[config.mk]
export PLATFORM = sky130hd
export DESIGN_NAME = hsv_to_rgb_converter_core
export DESIGN_NICKNAME = d
export VERILOG_FILES = /design/src/rtl/hsv2rgb_pkg.sv /design/src/rtl/hsv2rgb_sector.sv /design/src/rtl/hsv2rgb_mix.sv /design/src/rtl/hsv2rgb_select.sv /design/src/rtl/hsv_to_rgb_converter_core.sv
export SDC_FILE = /design/constraint.sdc
export NUM_CORES = 1
export LEC_CHECK = 0
export ABC_AREA = 1
export BUFFER_PORTS_ARGS = -buffer_cell sky130_fd_sc_hd__buf_4
export CORE_MARGIN = 1.5
export CORE_UTILIZATION = 65
export DETAILED_ROUTE_END_ITERATION = 12
export PLACE_DENSITY = 0.91
export SLEW_MARGIN = 10
export SYNTH_ARGS = -nofsm -noshare
export SYNTH_HDL_FRONTEND = slang
export SYNTH_SLANG_ARGS = --single-unit
export TNS_END_PERCENT = 100
[constraint.sdc]
create_clock -name clk -period 8.9 [get_ports clk]
set_input_delay 0.445 -clock clk [delete_from_list [all_inputs] [get_ports clk]]
set_output_delay 0.445 -clock clk [all_outputs]
set_load 0.005 [all_outputs]
[src/rtl/hsv2rgb_pkg.sv]
package hsv2rgb_pkg;

    localparam int CHANNEL_BITS  = 8;
    localparam int HUE_FRAC_BITS = 4;
    localparam int HUE_BITS      = 16;

    localparam int CH_MAX       = (1 << CHANNEL_BITS) - 1;
    localparam int SECTOR_UNITS = 60 << HUE_FRAC_BITS;
    localparam int FULL_TURN    = 360 << HUE_FRAC_BITS;

    localparam int TURN_W = $clog2(FULL_TURN + 1);
    localparam int WHEEL_W = (TURN_W > HUE_BITS) ? TURN_W : HUE_BITS;
    localparam int FRAC_W = $clog2(SECTOR_UNITS + 1);
    localparam int SEC_W  = 3;

    // s * frac, and its quotient by the sector size taken as (x >> (F+2)) / 15
    localparam int PROD_W  = CHANNEL_BITS + FRAC_W;
    localparam int QIN_W   = PROD_W - HUE_FRAC_BITS - 2;
    localparam int RSH     = QIN_W + 4;
    localparam int RECIP15 = (1 << RSH) / 15;
    localparam int RMUL_W  = QIN_W + RSH;

    localparam int LEVEL_W = 2 * CHANNEL_BITS;

    localparam logic [SEC_W-1:0] SEC_RED_YELLOW   = SEC_W'(0);
    localparam logic [SEC_W-1:0] SEC_YELLOW_GREEN = SEC_W'(1);
    localparam logic [SEC_W-1:0] SEC_GREEN_CYAN   = SEC_W'(2);
    localparam logic [SEC_W-1:0] SEC_CYAN_BLUE    = SEC_W'(3);
    localparam logic [SEC_W-1:0] SEC_BLUE_MAGENTA = SEC_W'(4);

    typedef struct packed {
        logic [SEC_W-1:0]        sector;
        logic [CHANNEL_BITS-1:0] value;
    } pix_ctl_t;

    // exact floor(x / CH_MAX) for x up to CH_MAX squared
    function automatic logic [CHANNEL_BITS-1:0] div_by_max(input logic [LEVEL_W-1:0] x);
        logic [LEVEL_W:0] x1;
        logic [LEVEL_W:0] sum;
        x1  = {1'b0, x} + (LEVEL_W + 1)'(1);
        sum = x1 + (x1 >> CHANNEL_BITS);
        return sum[CHANNEL_BITS +: CHANNEL_BITS];
    endfunction

endpackage

[src/rtl/hsv2rgb_sector.sv]
module hsv2rgb_sector (
    input  logic                                      clk,
    input  logic                                      rst_n,
    input  logic                                      advance,
    input  logic                                      in_valid,
    input  logic [hsv2rgb_pkg::HUE_BITS-1:0]          hue,
    input  logic [hsv2rgb_pkg::CHANNEL_BITS-1:0]      saturation,
    input  logic [hsv2rgb_pkg::CHANNEL_BITS-1:0]      brightness,
    output logic                                      out_valid,
    output hsv2rgb_pkg::pix_ctl_t                     out_ctl,
    output logic [hsv2rgb_pkg::FRAC_W-1:0]            frac,
    output logic [hsv2rgb_pkg::CHANNEL_BITS-1:0]      sat
);

    logic                                   valid_reg;
    hsv2rgb_pkg::pix_ctl_t                  ctl_reg;
    hsv2rgb_pkg::pix_ctl_t                  ctl_next;
    logic [hsv2rgb_pkg::FRAC_W-1:0]         frac_reg;
    logic [hsv2rgb_pkg::FRAC_W-1:0]         frac_next;
    logic [hsv2rgb_pkg::CHANNEL_BITS-1:0]   sat_reg;
    logic [hsv2rgb_pkg::WHEEL_W-1:0]        wheel;
    logic [hsv2rgb_pkg::WHEEL_W-1:0]        base;

    always_comb
    begin
        wheel = hsv2rgb_pkg::WHEEL_W'(hue);
        // a full turn or beyond wraps to zero
        if (wheel >= hsv2rgb_pkg::WHEEL_W'(hsv2rgb_pkg::FULL_TURN))
        begin
            wheel = '0;
        end
        ctl_next.sector = '0;
        ctl_next.value  = brightness;
        base            = '0;
        for (int k = 1; k < 6; k++)
        begin
            if (wheel >= hsv2rgb_pkg::WHEEL_W'(k * hsv2rgb_pkg::SECTOR_UNITS))
            begin
                ctl_next.sector = hsv2rgb_pkg::SEC_W'(k);
                base            = hsv2rgb_pkg::WHEEL_W'(k * hsv2rgb_pkg::SECTOR_UNITS);
            end
        end
        frac_next = hsv2rgb_pkg::FRAC_W'(wheel - base);
    end

    always_ff @(posedge clk or negedge rst_n)
    begin
        if (!rst_n)
        begin
            valid_reg <= 1'b0;
        end
        else if (advance)
        begin
            valid_reg <= in_valid;
        end
    end

    always_ff @(posedge clk)
    begin
        if (advance)
        begin
            ctl_reg  <= ctl_next;
            frac_reg <= frac_next;
            sat_reg  <= saturation;
        end
    end

    assign out_valid = valid_reg;
    assign out_ctl   = ctl_reg;
    assign frac      = frac_reg;
    assign sat       = sat_reg;

endmodule

[src/rtl/hsv2rgb_mix.sv]
module hsv2rgb_mix (
    input  logic                                      clk,
    input  logic                                      rst_n,
    input  logic                                      advance,
    input  logic                                      in_valid,
    input  hsv2rgb_pkg::pix_ctl_t                     in_ctl,
    input  logic [hsv2rgb_pkg::FRAC_W-1:0]            frac,
    input  logic [hsv2rgb_pkg::CHANNEL_BITS-1:0]      sat,
    output logic                                      out_valid,
    output hsv2rgb_pkg::pix_ctl_t                     out_ctl,
    output logic [hsv2rgb_pkg::LEVEL_W-1:0]           level_p,
    output logic [hsv2rgb_pkg::LEVEL_W-1:0]           level_q,
    output logic [hsv2rgb_pkg::LEVEL_W-1:0]           level_t
);

    localparam int CW = hsv2rgb_pkg::CHANNEL_BITS;
    localparam int PW = hsv2rgb_pkg::PROD_W;
    localparam int QW = hsv2rgb_pkg::QIN_W;
    localparam int MW = hsv2rgb_pkg::RMUL_W;
    localparam int LW = hsv2rgb_pkg::LEVEL_W;

    logic [3:0]             valid_reg;
    hsv2rgb_pkg::pix_ctl_t  ctl2_reg, ctl3_reg, ctl4_reg, ctl5_reg;
    logic [LW-1:0]          pp2_reg, pp3_reg, pp4_reg, pp5_reg;
    logic [PW-1:0]          sq2_reg, st2_reg;
    logic [QW-1:0]          yq3_reg, yt3_reg;
    logic [CW-1:0]          aq3_reg, at3_reg;
    logic [CW-1:0]          aq3_next, at3_next;
    logic [CW-1:0]          dq4_reg, dt4_reg;
    logic [LW-1:0]          mq5_reg, mt5_reg;
    logic [MW-1:0]          rq_full, rt_full;
    logic [QW-1:0]          yq_next, yt_next;

    // reciprocal estimate is exact or one short; the remainder check fixes it
    function automatic logic [CW-1:0] fix_quot(input logic [QW-1:0] y,
                                               input logic [CW-1:0] a);
        logic [QW-1:0] a15;
        logic [QW-1:0] rem;
        a15 = (QW'(a) << 4) - QW'(a);
        rem = y - a15;
        if (rem >= QW'(15))
        begin
            return a + CW'(1);
        end
        return a;
    endfunction

    always_comb
    begin
        yq_next  = QW'(sq2_reg >> (hsv2rgb_pkg::HUE_FRAC_BITS + 2));
        yt_next  = QW'(st2_reg >> (hsv2rgb_pkg::HUE_FRAC_BITS + 2));
        rq_full  = MW'(yq_next) * MW'(hsv2rgb_pkg::RECIP15);
        rt_full  = MW'(yt_next) * MW'(hsv2rgb_pkg::RECIP15);
        aq3_next = rq_full[hsv2rgb_pkg::RSH +: CW];
        at3_next = rt_full[hsv2rgb_pkg::RSH +: CW];
    end

    always_ff @(posedge clk or negedge rst_n)
    begin
        if (!rst_n)
        begin
            valid_reg <= '0;
        end
        else if (advance)
        begin
            valid_reg <= {valid_reg[2:0], in_valid};
        end
    end

    always_ff @(posedge clk)
    begin
        if (advance)
        begin
            // products of saturation with the hue fraction, and the grey level
            ctl2_reg <= in_ctl;
            pp2_reg  <= LW'(in_ctl.value) * LW'(CW'(hsv2rgb_pkg::CH_MAX) - sat);
            sq2_reg  <= PW'(sat) * PW'(frac);
            st2_reg  <= PW'(sat) * PW'(hsv2rgb_pkg::FRAC_W'(hsv2rgb_pkg::SECTOR_UNITS) - frac);

            // divide by the sector size
            ctl3_reg <= ctl2_reg;
            pp3_reg  <= pp2_reg;
            yq3_reg  <= yq_next;
            yt3_reg  <= yt_next;
            aq3_reg  <= aq3_next;
            at3_reg  <= at3_next;

            ctl4_reg <= ctl3_reg;
            pp4_reg  <= pp3_reg;
            dq4_reg  <= fix_quot(yq3_reg, aq3_reg);
            dt4_reg  <= fix_quot(yt3_reg, at3_reg);

            // scale brightness by the dimmed level
            ctl5_reg <= ctl4_reg;
            pp5_reg  <= pp4_reg;
            mq5_reg  <= LW'(ctl4_reg.value) * LW'(CW'(hsv2rgb_pkg::CH_MAX) - dq4_reg);
            mt5_reg  <= LW'(ctl4_reg.value) * LW'(CW'(hsv2rgb_pkg::CH_MAX) - dt4_reg);
        end
    end

    assign out_valid = valid_reg[3];
    assign out_ctl   = ctl5_reg;
    assign level_p   = pp5_reg;
    assign level_q   = mq5_reg;
    assign level_t   = mt5_reg;

endmodule

[src/rtl/hsv2rgb_select.sv]
module hsv2rgb_select (
    input  logic                                      clk,
    input  logic                                      rst_n,
    input  logic                                      advance,
    input  logic                                      in_valid,
    input  hsv2rgb_pkg::pix_ctl_t                     in_ctl,
    input  logic [hsv2rgb_pkg::LEVEL_W-1:0]           level_p,
    input  logic [hsv2rgb_pkg::LEVEL_W-1:0]           level_q,
    input  logic [hsv2rgb_pkg::LEVEL_W-1:0]           level_t,
    output logic                                      out_valid,
    output logic [hsv2rgb_pkg::CHANNEL_BITS-1:0]      red,
    output logic [hsv2rgb_pkg::CHANNEL_BITS-1:0]      green,
    output logic [hsv2rgb_pkg::CHANNEL_BITS-1:0]      blue
);

    localparam int CW = hsv2rgb_pkg::CHANNEL_BITS;

    logic          valid_reg;
    logic [CW-1:0] red_reg, green_reg, blue_reg;
    logic [CW-1:0] red_next, green_next, blue_next;
    logic [CW-1:0] p, q, t, v;

    always_comb
    begin
        p = hsv2rgb_pkg::div_by_max(level_p);
        q = hsv2rgb_pkg::div_by_max(level_q);
        t = hsv2rgb_pkg::div_by_max(level_t);
        v = in_ctl.value;
        case (in_ctl.sector)
            hsv2rgb_pkg::SEC_RED_YELLOW:
            begin
                red_next = v; green_next = t; blue_next = p;
            end
            hsv2rgb_pkg::SEC_YELLOW_GREEN:
            begin
                red_next = q; green_next = v; blue_next = p;
            end
            hsv2rgb_pkg::SEC_GREEN_CYAN:
            begin
                red_next = p; green_next = v; blue_next = t;
            end
            hsv2rgb_pkg::SEC_CYAN_BLUE:
            begin
                red_next = p; green_next = q; blue_next = v;
            end
            hsv2rgb_pkg::SEC_BLUE_MAGENTA:
            begin
                red_next = t; green_next = p; blue_next = v;
            end
            default:
            begin
                red_next = v; green_next = p; blue_next = q;
            end
        endcase
    end

    always_ff @(posedge clk or negedge rst_n)
    begin
        if (!rst_n)
        begin
            valid_reg <= 1'b0;
        end
        else if (advance)
        begin
            valid_reg <= in_valid;
        end
    end

    always_ff @(posedge clk)
    begin
        if (advance)
        begin
            red_reg   <= red_next;
            green_reg <= green_next;
            blue_reg  <= blue_next;
        end
    end

    assign out_valid = valid_reg;
    assign red       = red_reg;
    assign green     = green_reg;
    assign blue      = blue_reg;

endmodule

[src/rtl/hsv_to_rgb_converter_core.sv]
// A request runs through the sector, mix and select stages to the output register.
// Throughput: one pixel per cycle; the six stages run in lockstep and hold together
// while the output is stalled and a result is waiting.
// Reset: asynchronous, active low; clears every stage valid bit, so no result is
// presented until a new request has passed through.
module hsv_to_rgb_converter_core (
    input  logic                                      clk,
    input  logic                                      rst_n,
    input  logic                                      in_valid,
    output logic                                      in_stall,
    input  logic [hsv2rgb_pkg::HUE_BITS-1:0]          hue,
    input  logic [hsv2rgb_pkg::CHANNEL_BITS-1:0]      saturation,
    input  logic [hsv2rgb_pkg::CHANNEL_BITS-1:0]      brightness,
    output logic                                      out_valid,
    input  logic                                      out_stall,
    output logic [hsv2rgb_pkg::CHANNEL_BITS-1:0]      red,
    output logic [hsv2rgb_pkg::CHANNEL_BITS-1:0]      green,
    output logic [hsv2rgb_pkg::CHANNEL_BITS-1:0]      blue
);

    logic                                   advance;
    logic                                   sec_valid;
    hsv2rgb_pkg::pix_ctl_t                  sec_ctl;
    logic [hsv2rgb_pkg::FRAC_W-1:0]         sec_frac;
    logic [hsv2rgb_pkg::CHANNEL_BITS-1:0]   sec_sat;
    logic                                   mix_valid;
    hsv2rgb_pkg::pix_ctl_t                  mix_ctl;
    logic [hsv2rgb_pkg::LEVEL_W-1:0]        mix_p, mix_q, mix_t;

    // advance whenever the output register is empty or being drained
    assign advance  = !out_valid || !out_stall;
    assign in_stall = !advance;

    hsv2rgb_sector u_sector (
        .clk        (clk),
        .rst_n      (rst_n),
        .advance    (advance),
        .in_valid   (in_valid),
        .hue        (hue),
        .saturation (saturation),
        .brightness (brightness),
        .out_valid  (sec_valid),
        .out_ctl    (sec_ctl),
        .frac       (sec_frac),
        .sat        (sec_sat)
    );

    hsv2rgb_mix u_mix (
        .clk        (clk),
        .rst_n      (rst_n),
        .advance    (advance),
        .in_valid   (sec_valid),
        .in_ctl     (sec_ctl),
        .frac       (sec_frac),
        .sat        (sec_sat),
        .out_valid  (mix_valid),
        .out_ctl    (mix_ctl),
        .level_p    (mix_p),
        .level_q    (mix_q),
        .level_t    (mix_t)
    );

    hsv2rgb_select u_select (
        .clk        (clk),
        .rst_n      (rst_n),
        .advance    (advance),
        .in_valid   (mix_valid),
        .in_ctl     (mix_ctl),
        .level_p    (mix_p),
        .level_q    (mix_q),
        .level_t    (mix_t),
        .out_valid  (out_valid),
        .red        (red),
        .green      (green),
        .blue       (blue)
    );

endmodule

======== Yosys cells after proc, flatten, opt, wreduce, memory -nomap -nowiden ========
Index checks and enable logic that the tools add are counted.
storage, ports and cells
  word-level logic and storage cells ...... 100
  input port bits ......................... 36
  output and inout bits ................... 26
  bits in registers ....................... 291
cells by class
  reduce and logical (&&, ||, !) cells .... 10
  $add $sub $neg .......................... 17
  multiplexer cells ....................... 21
  equal/unequal tests ..................... 4
  $mul .................................... 7
  order comparisons ....................... 8
operators by type and width
  kind                    count
  $pmux 8 s3              3
  $add 16x1->17 const B   3
  $mux 10                 5
  $add 16x9->16           3
  $mul 12x13->24 const B  2
  $mul 8x16->16           3
  $ge 16x12->1 const B    2
  $ge 16x13->1 const B    2
  $mux 8                  4
  $sub 8x8->9 const A     3
  $ge 12x4->1 const B     2
  $sub 12x12->12          2
  $sub 12x8->12           2
  $mul 8x10->18           1
  $mul 8x18->18           1
  $add 8x1->8 const B     2
  $ge 16x10->1 const B    1
  $ge 16x11->1 const B    1
  $mux 16                 1
  $sub 10x10->11 const A  1
  $reduce_or 2->1         5
  $sub 10x10->10          1
  $eq 3x2->1 const B      2
  $mux 1                  6
  other kinds (6)         9

======== Logic depth before layout (Yosys ltp) ========
Gate-level depths: netlist of the first run.
  depth in word-level cells ............... 9
  depth in mapped cells ................... 28

======== By module ========
A second synthesis of the first run with hierarchy kept.
unflattened totals
  cell total of the unflattened synthesis .. 3387
  area total of the unflattened synthesis .. 28813.9 um^2
modules (own cells, without submodules)
  module                     cells an instance  times used  area each (um^2)
  hsv2rgb_mix                2623               1           23462.5
  hsv2rgb_select             650                1           3960.0
  hsv2rgb_sector             112                1           1381.3
  hsv_to_rgb_converter_core  2                  1           10.0

======== Worst setup path before layout of the first run ========
Ideal clock, no wire load.
  kind .................................... input -> register
  start point ............................. input port out_stall
  end point ............................... register u_mix.valid_reg[0]
  arrival ................................. 7.545 ns
  stages .................................. 3
  buffers on the path ..................... 0
  path slack .............................. 1.236 ns
  cells stage by stage .................... nand2_1 -> inv_1 -> o21ai_0
between the ends
  word-level cells in the longest chain between the ends .. 2
RTL lines
  element               line                             source
  start, declared       hsv_to_rgb_converter_core.sv:15  input logic out_stall,
  $logic_not 1->1       hsv_to_rgb_converter_core.sv:31  assign advance = !out_valid || !out_stall;
  $logic_or 1x1->1      hsv_to_rgb_converter_core.sv:31
  end signal, assigned  hsv2rgb_mix.sv:66                valid_reg <= {valid_reg[2:0], in_valid};
  end, declared         hsv2rgb_mix.sv:22                logic [3:0] valid_reg;
Every way passes these cells.
A chain may end at the register's enable or synchronous reset.

======== Final worst setup path of the first run ========
  start point ............................. register u_sector.frac_reg, in the netlist u_sector.frac[0]
  end point ............................... register u_mix.st2_reg[14], data pin
between the ends
  word-level cells in the longest chain between the ends .. 2
RTL lines
  element                 line                  source
  start, declared         hsv2rgb_sector.sv:18  logic [hsv2rgb_pkg::FRAC_W-1:0] frac_reg;
  start signal, assigned  hsv2rgb_sector.sv:63  frac_reg <= frac_next;
  $sub 10x10->11          hsv2rgb_mix.sv:78     st2_reg <= PW'(sat) * PW'(hsv2rgb_pkg::FRAC_W'(hsv2rgb_pkg::SECTOR_UNITS) - frac);
  $mul 8x18->18           hsv2rgb_mix.sv:78
  end signal, assigned    hsv2rgb_mix.sv:78
  end, declared           hsv2rgb_mix.sv:25     logic [PW-1:0] sq2_reg, st2_reg;
Every way passes these cells.

==> results of run 1 <==
-- path summary, 6_finish.rpt --
path                                   start                   to  slack (ns)  cells after the start
max in group asynchronous              rst_n   u_mix.valid_reg[3]        8.60                      2
setup / recovery            u_sector.frac[0]    u_mix.st2_reg[14]        3.14                     20
hold / removal                 brightness[7]  u_sector.out_ctl[7]        0.03                      1
min in group asynchronous              rst_n   u_mix.valid_reg[1]        0.19                      2
hold reg to reg            u_mix.ctl2_reg[6]    u_mix.ctl3_reg[6]        0.41                      0
setup reg to reg            u_sector.frac[0]    u_mix.st2_reg[14]        3.14                     20
-- worst register-to-register path, delay by kind of cell (launching register included) --
| family | cells | cell delay, ns |
|---|---|---|
| adder cells (fa/ha/maj) | 6 | 2.72 |
| AND/OR/NAND/NOR | 6 | 0.76 |
| XOR/XNOR | 2 | 0.68 |
| AO/OA/AOI/OAI | 2 | 0.53 |
| flip-flops | 1 | 0.51 |
| buffers and inverters | 4 | 0.30 |
-- repair_timing --
action                                  in CTS  in global routing
hold buffers                                12                  0
endpoints found under the hold margin       17                  0
gates resized for setup                      0                  0
endpoints found under the setup margin       0                  0
-- per-layer routing --
| layer | vias up | share of wire, % | GRT usage [%] |
|---|---|---|---|
| li1 | 10212 | - | - |
| met1 | 10296 | 38 | 34.2 |
| met2 | 1013 | 50 | 52.2 |
| met3 | 247 | 6.7 | 3.90 |
| met4 | 0 | 5.0 | 14.0 |
| met5 | - | 0 | 0 |
-- metrics by stage --
| step | setup WS (ns) | util [%] | hold slack [ns] | cells |
|---|---|---|---|---|
| 4_1_cts | 3.25 | 71.1 | 0.00314 | 3790 |
| 3_3_place_gp | 3.51 | 68.6 | 0.254 | 3722 |
| 2_1_floorplan | 1.24 | - | 0.149 | 3157 |
| 6_report | 3.14 | 71.1 | 0.0262 | 3790 |
| 5_1_grt | 2.87 | 71.1 | 0.0198 | 3790 |
| 3_5_place_dp | 3.28 | 68.6 | 0.255 | 3722 |
-- synthesized netlist by cell type (all sizes together) --
master and count:
o21ai 60, clkbuf 31, a31oi 7, a21o 12, edfxtp 273, nor3b 2
a211oi 8, o31ai 3, a21boi 3, xnor2 49, o211ai 7, a21oi 111
o21a 3, or2 8, ha 309, fa 246, nand2 640, nand4 81
xor2 96, buf 9, o21bai 11, nor2 288, and2 2, nor4 5
o2111ai 4, o221ai 4, nand3b 2, clkinv 6, o22ai 1, dfrtp 6
a221oi 6, inv 683, nor3 30, a31o 1, nand2b 1, nand3 149
-- cell families (layout without fill, tap and decap cells) --
family	Yosys count	in the layout	synth area share (%)
buf+inv	729	823	9.84
compound gates	241	241	5.10
xor+xnor	145	145	4.71
fa+ha+maj	555	555	31.4
flops	279	279	29.8
simple gates	1208	1208	19.1
-- area by class of cell --
cell class | instances | area share (%)
timing repair buffer | 78 | 2.05
tap | 539 | 2.25
sequential | 279 | 27.8
clock buffer | 35 | 2.63
multi-input combinational | 2149 | 56.2
clock inverter | 21 | 0.475
inverter | 689 | 8.61
==> impl_metrics.ini, run 1 <==
[sta]
finalMaxSlewViolations = 0
post-route-period-util_pct = 64.7
timing.setup.tns_ns = 0
maxSlewHeadroom_pct = 23.6
skew_ns = 0.0173
post-route-min-period_ns = 5.76
setup_viol = 0
worst_pin_slew_ns = 1.15
hold_viol = 0
rsz0062_at_grt = no
max_freq_ghz = 0.174

[final_layout]
fill_cells = 2904
stdcell_area_sq_um = 30000
nNetsFinal = 3819
multi_input_area_sq_um = 16900
drive_gt1_share_pct = 6.31
area_growth_pct = 7.38
num_antenna_cells = 0
final_cell_mix = inv_1 (675), nand2_1 (618), ha_1 (309)
layout_commonest_cell = inv_1
seqCellArea_sq_um = 8350

[worst_setup_path]
worstPathCellList = inv_1 -> ha_1 -> nand2_1 -> nor2_1 -> nand2_1 -> xor2_1 -> nor2_1 -> fa_1 -> fa_1 -> fa_1 -> inv_1 -> fa_1 -> inv_1 -> ha_1 -> nand2_1 -> nor2_1 -> inv_1 -> o211ai_1 -> a21oi_1 -> xor2_1
cp_max_fo = 9
path_buf_inv = 4
critPathCaptureType = flop
critical_path_class = reg2reg
cp.required_ns = 9.24
setup.worst_path.start_class = flop
cpPeakStageDelay_ns = 0.59
cp_top_family = adder cells
critical_path_arrival_ns = 6.10
crit_path_top_delay_cell = fa_1

[yosys]
netlist_top_cells_area = edfxtp_1 (29%), fa_1 (18%), ha_1 (14%), inv_1 (9.1%), nand2_1 (8.3%)
syn_inst = 3157
yosysWarnings = 0
synth-seq-cells = 279
synth_top_cell_by_area = edfxtp_1
synth.avg_cell_area_sq_um = 8.86
syn_area_sq_um = 28000
yosysSeqAreaShare_pct = 29.8
synth_cell_types = 58
syn-num-nets = 3748
yosysTopAreaCellShare_pct = 29.3

[routing]
vias_per_cell = 5.74
totalWireLength_microns = 62600
drc = 0
vias = 21768
ant_nets = 0
wl_per_cell_microns = 16.5
drt-initial-drc-count = 1798
dr.pass1.iters = 6

[global_route]
grt_usage_pct = 29.0
grt_max_degree = 93
grt_antenna_before_repair = 0
grt_pass1_vias = 22247
grt_pass1_wl_microns = 104000
grt.overflow.total = 0

[clock_network]
clock_path_buffers = 3
htree_levels = 1
post-cts-setup-buffers = 0
cts.sinks = 279
clk_pin_slew_ns = 0.06
cts_tree = built
cts-buffers-inserted = 31
root_buffer = clkbuf_16
insertion_delay_ns = 0.60

[placed_design]
dp_hpwl_microns = 48200
gp_congestion = 0.991
port_buffers = 61
postPlaceCellArea_sq_um = 29000

[floorplan]
dieArea_sq_um = 44300
rows = 75
core_sq_um = 42200
die_h_microns = 210
die_width_microns = 210
io_pins = 62
initial_core_util_pct = 66.2

[run_status]
outcome = completed

[run]
cap_viol_max_count = 0

[worst_hold_path]
worstHoldPathType = in2reg
Power of run 1 is not shown: default switching activity piles up to over one toggle a cycle in this logic, so the estimate is an artifact.
==> run 2, diff against run 1 <==
- ABC_AREA: 1 -> 0
- clock period: 8.9 -> 5.34 ns (I/O delays scaled with it)
==> impl_metrics.ini, run 2 <==
[worst_setup_path]
path_buf_inv = 5
critical_path_class = reg2reg
cp_max_fo = 5
crit_path_top_delay_cell = fa_1
cp.required_ns = 5.69
cp_top_family = adder cells
crit_top_cell = fa_1
critPathCaptureType = flop
worstPathCellList = buf_6 -> nor4_4 -> nand2b_1 -> xor2_2 -> and2_4 -> fa_1 -> fa_1 -> fa_1 -> inv_1 -> fa_1 -> inv_1 -> ha_1 -> and3_4 -> a221oi_4 -> o21ai_2 -> a31oi_4 -> buf_4 -> buf_6 -> o21bai_2 -> nand2_1 -> a21oi_1
setup.worst_path.start_class = flop
critical_path_arrival_ns = 5.77
cpPeakStageDelay_ns = 0.52

[clock_network]
clk_pin_slew_ns = 0.07
cts.sinks = 279
cts_tree = built
root_buffer = clkbuf_16
htree_levels = 1
insertion_delay_ns = 0.59
clock_path_buffers = 3
cts-buffers-inserted = 31

[yosys]
yosysSeqAreaShare_pct = 30.8
muxShareOfSynthArea_pct = 0.600
synth_top_cell_by_area = edfxtp_1
synth_top_family_by_area = adder cells
synthFlopType = edfxtp_1
syn_inst = 2597
synth_compound_area_share_pct = 7.43
synth.avg_cell_area_sq_um = 10.4
synth_cell_types = 90
ys_async_sr_fraction_pct = 2.15
yosysMostFrequentCell = inv_1
synthTopCellsByCount = inv_1 (452), ha_1 (309), edfxtp_1 (273), fa_1 (246), nand2_1 (144)
syn-num-nets = 3188
yosysTopAreaCellShare_pct = 30.3
synth_fa_ha_area_share_pct = 32.4
yosysWarnings = 0
syn_area_sq_um = 27100
synth-xor-area-share_pct = 5.74
netlist_top_cells_area = edfxtp_1 (30%), fa_1 (18%), ha_1 (14%), inv_1 (6.3%), xnor2_1 (4.0%)
synthSimpleGateAreaFrac_pct = 15.7
synth-seq-cells = 279
synth_edf_count = 273

[placed_design]
gp_congestion = 0.899
dp_slack_ns = -0.133
dp_hpwl_microns = 44200
port_buffers = 61

[routing]
dr.pass1.iters = 10
wl_per_cell_microns = 18.8
vias = 19584
ant_nets = 0
drt-initial-drc-count = 1600
drc = 5
totalWireLength_microns = 61800
vias_per_cell = 5.96

[floorplan]
die_h_microns = 207
core_sq_um = 41000
die_width_microns = 207
rows = 74
io_pins = 62
initial_core_util_pct = 66.1
dieArea_sq_um = 42900

[run_status]
outcome = finished, violations left
violations = DRC, setup timing

[sta]
post-route-period-util_pct = 102
setup_viol = 5
max_freq_ghz = 0.184
finalMaxSlewViolations = 0
worst_pin_slew_ns = 0.777
skew_ns = 0.0186
post-route-min-period_ns = 5.43
hold_viol = 0
maxSlewHeadroom_pct = 48.2
final.setup.worst_slack_ns = -0.0851
rsz0062_at_grt = yes

[worst_hold_path]
worstHoldPathType = in2async

[global_route]
grt_pass1_vias = 20880
grt_usage_pct = 28.4
grt.overflow.total = 0
grt_max_degree = 131
grt_antenna_before_repair = 0
grt_pass1_wl_microns = 99400

[final_layout]
drive_gt1_share_pct = 10.0
layout_commonest_cell = inv_1
final_cell_mix = inv_1 (450), ha_1 (302), edfxtp_1 (273)
num_antenna_cells = 0
area_growth_pct = 11.1
nNetsFinal = 3320

[run]
cap_viol_max_count = 0
==> run 2: metrics by stage <==
step | std cells | util (%) | hold slack (ns) | cell area (sq um) | TNS, ns
2_1_floorplan | 2597 | - | -0.0286 | 27100 | 0
3_3_place_gp | 3167 | 69.2 | 0.0732 | 28400 | 0
3_5_place_dp | 3167 | 69.2 | 0.0772 | 28400 | -0.211
4_1_cts | 3256 | 72.5 | 0.00239 | 29700 | 0
5_1_grt | 3284 | 73.4 | 0.0177 | 30100 | -1.63
6_report | 3284 | 73.4 | 0.0168 | 30100 | -0.289
==> run 2: per-layer routing <==
layer | vias up | global-route usage [%] | wire length, microns
met3 | 240 | 3.56 | 3960
met2 | 863 | 51.7 | 31900
met5 | - | 0 | 0
met1 | 9569 | 33.6 | 22800
met4 | 0 | 13.3 | 3130
li1 | 8912 | - | -
==> run 2: final timing paths <==
path,cells after the start,slack [ns],end,from
hold reg to reg,0,0.41,u_mix.ctl4_reg[10],u_mix.ctl3_reg[10]
max in group asynchronous,2,5.20,u_mix.valid_reg[3],rst_n
min in group clk,2,0.02,u_sector.frac[4],hue[4]
setup reg to reg,21,-0.09,u_mix.st2_reg[14],u_sector.frac[3]
setup / recovery,21,-0.09,u_mix.st2_reg[14],u_sector.frac[3]
hold / removal,2,0.02,u_sector.out_valid,rst_n
==> run 2: repair_timing <==
action | 4_1_cts | 5_1_grt
pin swaps | 20 | 14
buffers inserted | 11 | 28
endpoints found under the setup margin | 3 | 11
gates resized for setup | 19 | 24
hold buffers | 22 | 0
hold endpoints to repair | 27 | 0
==> run 2: final cells by class <==
type / instances / area, sq um
Multi-Input combinational cell: 1798 / 17100
Fill cell: 2490 / 10900
Sequential cell: 279 / 8350
Inverter: 453 / 1700
Timing Repair Buffer: 166 / 1330
Clock buffer: 36 / 795
Tap cell: 532 / 666
Clock inverter: 20 / 201
==> run 2: logic make-up (layout without fill, tap and decap cells) <==
logic type / after synthesis / after routing
xor gates and xnor gates: 176 / 176
buffers and inverters: 520 / 675
and+or+nand+nor: 763 / 763
adders and majority gates: 555 / 555
muxes: 15 / 15
AOI/OAI and AO/OA: 289 / 289
DFF: 279 / 279
==> run 2: worst register-to-register path, delay by kind of cell (launching register included) <==
family,cells,cell delay (ns)
adder cells (fa/ha/maj),5,2.29
AND/OR/NAND/NOR,5,1.01
AO/OA/AOI/OAI,5,0.67
buffers and inverters,5,0.49
flip-flops,1,0.42
XOR/XNOR,1,0.29
Power of run 2 is left out for the same reason.
